## src/sv/shape_bounding_box_assert.svh

```systemverilog
// ----------------------------------------------------------------------------
// Shape bounding box assertion macros
// Clocked implication checks shared by the shape bounding box RTL.
// ----------------------------------------------------------------------------
`ifndef SHAPE_BOUNDING_BOX_ASSERT_SVH
`define SHAPE_BOUNDING_BOX_ASSERT_SVH

// Same-cycle implication, disabled during reset.
`define SBB_ASSERT_IMPL(label, ante, cons) \
    label: assert property (@(posedge clk) disable iff (!rst_n) (ante) |-> (cons)) \
        else $error("shape bounding box check failed");

// Next-cycle implication, disabled during reset.
`define SBB_ASSERT_NEXT(label, ante, cons) \
    label: assert property (@(posedge clk) disable iff (!rst_n) (ante) |=> (cons)) \
        else $error("shape bounding box check failed");

`endif

```

## src/sv/sbb_pkg.sv

```systemverilog
// ----------------------------------------------------------------------------
// Shape bounding box package
// Types, widths and helpers shared by the bounding box pipeline.
// ----------------------------------------------------------------------------
package sbb_pkg;

    typedef enum logic [1:0] {
        KindSphere    = 2'd0,
        KindBox       = 2'd1,
        KindPlane     = 2'd2,
        KindUndefined = 2'd3
    } shape_kind_t;

    localparam int MatW  = 36;
    localparam int AbsW  = 24;
    localparam int ProdW = 55;
    localparam int ExtW  = 41;
    localparam int SumW  = 43;
    localparam int Stages = 6;

    localparam logic signed [MatW-1:0] Q28One = 36'sh010000000;
    localparam logic [20:0] NormalLimitX10 = 21'd147456;
    localparam logic signed [SumW-1:0] SlabHalf = 43'sd41;
    localparam logic signed [SumW-1:0] SatMax = {{(SumW-32){1'b0}}, 32'h7fffffff};
    localparam logic signed [SumW-1:0] SatMin = {{(SumW-32){1'b1}}, 32'h80000000};

    typedef struct packed {
        logic signed [31:0] xx;
        logic signed [31:0] yy;
        logic signed [31:0] zz;
        logic signed [31:0] xy;
        logic signed [31:0] xz;
        logic signed [31:0] yz;
        logic signed [31:0] wx;
        logic signed [31:0] wy;
        logic signed [31:0] wz;
    } prod_t;

    typedef logic [8:0][AbsW-1:0] abs_vec_t;

    function automatic logic signed [31:0] sat32(input logic signed [SumW-1:0] v);
        logic signed [31:0] r;
        if (v > SatMax) r = 32'sh7fffffff;
        else if (v < SatMin) r = 32'sh80000000;
        else r = v[31:0];
        return r;
    endfunction

endpackage

```

## src/sv/sbb_abs_rot.sv

```systemverilog
// ----------------------------------------------------------------------------
// Absolute rotation matrix
// Forms the quaternion rotation matrix in Q.28 and rounds each magnitude to Q.16.
// ----------------------------------------------------------------------------
module sbb_abs_rot (
    input  sbb_pkg::prod_t    p,
    output sbb_pkg::abs_vec_t a
);

    logic signed [sbb_pkg::MatW-1:0] m [9];
    logic        [sbb_pkg::MatW-1:0] mag [9];
    logic        [sbb_pkg::MatW-1:0] rnd [9];

    always_comb
    begin
        m[0] = sbb_pkg::Q28One
             - ((sbb_pkg::MatW'(p.yy) + sbb_pkg::MatW'(p.zz)) <<< 1);
        m[1] = (sbb_pkg::MatW'(p.xy) - sbb_pkg::MatW'(p.wz)) <<< 1;
        m[2] = (sbb_pkg::MatW'(p.xz) + sbb_pkg::MatW'(p.wy)) <<< 1;
        m[3] = (sbb_pkg::MatW'(p.xy) + sbb_pkg::MatW'(p.wz)) <<< 1;
        m[4] = sbb_pkg::Q28One
             - ((sbb_pkg::MatW'(p.xx) + sbb_pkg::MatW'(p.zz)) <<< 1);
        m[5] = (sbb_pkg::MatW'(p.yz) - sbb_pkg::MatW'(p.wx)) <<< 1;
        m[6] = (sbb_pkg::MatW'(p.xz) - sbb_pkg::MatW'(p.wy)) <<< 1;
        m[7] = (sbb_pkg::MatW'(p.yz) + sbb_pkg::MatW'(p.wx)) <<< 1;
        m[8] = sbb_pkg::Q28One
             - ((sbb_pkg::MatW'(p.xx) + sbb_pkg::MatW'(p.yy)) <<< 1);
        for (int i = 0; i < 9; i++)
        begin
            mag[i] = m[i][sbb_pkg::MatW-1] ? sbb_pkg::MatW'(-m[i]) : sbb_pkg::MatW'(m[i]);
            rnd[i] = mag[i] + sbb_pkg::MatW'(2048);
            a[i]   = rnd[i][12 +: sbb_pkg::AbsW];
        end
    end

endmodule

```

## config.mk

```make
export PLATFORM = sky130hd
export DESIGN_NAME = sbb_abs_rot
export DESIGN_NICKNAME = d
export VERILOG_FILES = /design/src/sv/shape_bounding_box_assert.svh /design/src/sv/sbb_pkg.sv /design/src/sv/sbb_abs_rot.sv
export SDC_FILE = /design/constraint.sdc
export NUM_CORES = 1
export LEC_CHECK = 0
export ABC_CLOCK_PERIOD_IN_PS = 9100
export CAP_MARGIN = 20
export CORE_ASPECT_RATIO = 0.75
export CORE_MARGIN = 2
export CORE_UTILIZATION = 55
export DETAILED_ROUTE_END_ITERATION = 7
export DONT_BUFFER_PORTS = 1
export PLACE_DENSITY = 0.7
export REMOVE_ABC_BUFFERS = 1
export SYNTH_ARGS = -nofsm -noshare
export SYNTH_HDL_FRONTEND = slang
export SYNTH_SLANG_ARGS = --single-unit
```

## constraint.sdc

```tcl
create_clock -name vclk -period 9.1
set_input_delay 0.91 -clock vclk [all_inputs]
set_output_delay 0.91 -clock vclk [all_outputs]
set_load 0.02 [all_outputs]
```

---- Word-level counts from Yosys, hierarchy flattened ----
Index checks and enable logic that the tools add are counted.
word-level totals
  memory bits (writable) .................. 0
  bits in read-only memories .............. 0
  word-level logic and storage cells ...... 39
  register bits after elaboration ......... 0
  bits in latches ......................... 0
  input port bits ......................... 288
  memories kept ........................... 0
operators by class
  multipliers ............................. 0
  eq/ne operators ......................... 0
  add/sub/neg operators ................... 30
  shifts and indexed selects .............. 0
  mux-type cells .......................... 9
  order comparisons ....................... 0
  divide/modulo/power cells ............... 0
  reductions and logical operators ........ 0
  bitwise logic cells ..................... 0
operator list
  kind                                                 count
  adder 36 x 12 -> 36 bit (second input constant)      9
  2-to-1 mux 36 bit                                    9
  adder 32 x 32 -> 33 bit                              6
  negation 34 -> 36 bit                                5
  subtractor 30 x 34 -> 35 bit (first input constant)  3
  subtractor 32 x 32 -> 33 bit                         3
  negation 35 -> 36 bit                                2
  negation 36 bit                                      2

---- Longest topological paths before layout ----
  depth in word-level cells ............... 5
  gate-level depth with buffers ........... 26
  gate-level depth less buffers ........... 24

---- Least setup slack after synthesis ----
OpenSTA, ideal clock, no wires.
  kind .................................... in2out
  start ................................... input port p[224] (netlist bit)
  end ..................................... output port a[213] (netlist bit)
  required time ........................... 8.190 ns
  arrival ................................. 6.862 ns
  stages .................................. 20
  path buffers ............................ 2
  slack ................................... 1.328 ns
  cell sequence ........................... ha_1 -> fa_1 -> a211oi_1 -> o21ai_0 -> nand4_1 -> a211oi_1 -> or3b_2 -> a211oi_1 -> or4b_2 -> o31ai_1 -> a31oi_1 -> clkbuf_1 -> clkbuf_1 -> nand2b_1 -> xor2_1 -> ha_1 -> nand3b_1 -> nor3_1 -> nand3_1 -> o41ai_1
RTL lines
  what             RTL line          text
  start, declared  sbb_abs_rot.sv:6  input sbb_pkg::prod_t p,
  end, declared    sbb_abs_rot.sv:7  output sbb_pkg::abs_vec_t a

==> results by group <==
Min path
  • Min-delay worst type: in2out
  • WHS Path Cells: 4
  • Worst hold start: p[127]
  • Hold endpoint: a[141]

Place
  • Dpl hpwl: 83100 um
  • DP Area: 30000 um^2
  • PortBufs: 0
  • Dpl cells: 5048
  • GP Congestion: 1.01

Synthesis
  • Yosys top cell area share: 0.129
  • Sequential share of the synthesized area: 0
  • Mapped Avg Cell Area: 6.61 um^2
  • YS warnings: 0
  • Post-synthesis cell count: 4456
  • Mapped Area: 29500 um^2
  • Netlist cell types: 108
  • Cell taking the most area after synthesis: ha_1
  • Area contributors post-synth: ha_1 (13%), xnor2_1 (12%), a21oi_1 (5.8%), nor2_1 (5.0%), xor2_1 (4.7%)

Layout
  • N_diodes: 0
  • Final nets: 4939
  • Fin area: 30000 um^2
  • Sequential cell count: 0
  • Layout area overhead: 1.66%
  • # fillers: 5325
  • Finished Core Util: 0.566
  • Register area: 0 um^2
  • Layout cells sized above 1: 0.0360
  • Layout clock buffer count: 0
  • Final Non-Filler Cells: 5049
  • Most common cell after layout, fill and taps aside: xnor2_1
  • Commonest cells after routing, fill and taps aside: xnor2_1 (410), nor2_1 (390), a21oi_1 (343), nand2_1 (325), ha_1 (303)

Setup path
  • CP Capture Type: output pin
  • CP startpoint kind: primary input
  • CP Launch Point: p[224]
  • WP data required: 8.19 ns
  • WS Path Type: in2out
  • CP max FO: 20
  • CP arrival: 7.52 ns

Pwr
  • Int Pwr: 1.20 mW
  • VDD IR max: 0.0951 mV
  • Seq pwr share: 0
  • Clock share of power: 0
  • Logic pwr share: 1.000
  • NetSw: 2.50 mW
  • Pleak: 11.7 nW
  • Net Sw Frac: 0.676
  • Total power: 3.70 mW
  • PD cells: 123 nW/um^2

STA
  • Fin crit period: 8.43 ns
  • Max-slew headroom: 0.218
  • Final setup TNS: 0 ns
  • Slew @ Worst Pin: 1.14 ns
  • Max-slew violation count: 0
  • RSZ-0062 raised after global routing: no
  • Maximum operating frequency: 119 MHz
  • Final hold vios: 0
  • Final Setup Violations: 0
  • Final worst-path cycle share: 0.927

Route
  • Final WL: 97900 um
  • Starting DRT DRC Count: 2634
  • Via count: 32894
  • Vias/cell: 6.51
  • Post-DRT Antenna Nets: 0
  • Wire length per cell: 19.4 um
  • DRT Pass-1 Iters: 6
  • DRC viols: 0

Global route
  • All-layer global routing usage: 0.327
  • First-pass GRT wire length: 153000 um
  • Largest net degree at the start of global routing: 26
  • Initial antenna violation count: 0
  • GR Overflow Total: 0
  • Vias in the first global route: 28925

Run status
  • Status: finished, final reports clean

Floorplan
  • Die width: 271 um
  • Standard-cell row count: 73
  • Die Area: 55500 um^2
  • Core Box Area: 53000 um^2
  • Die Ht: 204 um
  • I/O pin count: 504
  • Initial Util: 0.556

Run
  • Max_cap viols: 0

Clock tree
  • Buffer count from post-CTS setup fixing: 0
-- cells by family after synthesis --
logic type                 share of synthesized area
xor gates and xnor gates                       0.169
adders and majority gates                      0.135
muxes                                         0.0142
AOI/OAI and AO/OA                              0.328
buffers and inverters                         0.0589
and+or+nand+nor                                0.294
other                                       0.000127
-- final cells by class --
cell class	count	area, um^2	share of cell area
multi-input cells	4036	27800	0.928
repair buffers	35	260	0.00869
well taps	712	891	0.0297
inverters	266	998	0.0333
-- how the worst max path moves through the flow --
stage                        end  slack, ns  cells after the start
final                     a[213]       0.67                     19
after global routing      a[212]       0.16                     18
after CTS                 a[213]       0.41                     19
after detailed placement  a[213]       0.46                     19
after global placement    a[213]       0.65                     19
after floorplan           a[213]       1.30                     18
-- per-stage QoR --
step	worst slack, ns	hold WS (ns)
6_report	0.666	2.39
5_1_grt	0.155	2.44
4_1_cts	0.414	2.40
3_5_place_dp	0.455	2.39
3_3_place_gp	0.654	2.39
2_1_floorplan	1.30	2.31
-- metal layers --
layer / routed length (um) / vias up / part of all wire / GRT usage
met1: 44200 / 15169 / 0.45 / 0.458
met4: 2490 / 0 / 0.025 / 0.0669
li1: - / 16293 / - / -
met3: 9050 / 137 / 0.092 / 0.0616
met5: 0 / - / 0 / 0
met2: 42200 / 1295 / 0.43 / 0.521
-- power groups by stage --
stage / logic [mW] / clock network [mW] / registers (mW)
final: 3.70 / 0 / 0
after global routing: 4.01 / 0 / 0
after CTS: 3.65 / 0 / 0
after detailed placement: 3.63 / 0 / 0
after global placement: 3.62 / 0 / 0
after floorplan: 2.89 / 0 / 0
-- cell usage after synthesis (all sizes together), types with 63 or more instances --
cell      n
ha      303
and3     73
a21oi   345
a21o     88
nor3    162
o211ai   63
inv     258
or3      64
nand2   326
nor2    391
a31oi    69
xnor2   410
o21bai   70
nand3   171
nand4    68
xor2    158
clkbuf  140
o21ai   245
-- critical path, cell delays in order --
cell	delay [ns]
ha_1	0.21
fa_1	0.41
a211oi_1	0.44
o21ai_0	0.38
nand4_1	0.30
a211oi_1	0.10
or3b_2	0.49
a211oi_1	0.33
or4b_2	0.68
o31ai_1	0.47
a31oi_2	0.45
nand2b_1	0.22
xor2_1	0.22
ha_1	0.29
nand3b_1	0.15
nor3_2	0.47
nand3_1	0.29
o41ai_1	0.48
buf_4	0.21
-- timing repair --
action                                  in CTS  in global routing
resized for setup                            0                  1
endpoints found under the setup margin       0                  1
hold buffers                                 0                  0
No activity file was read; power rests on OpenSTA's default activity.
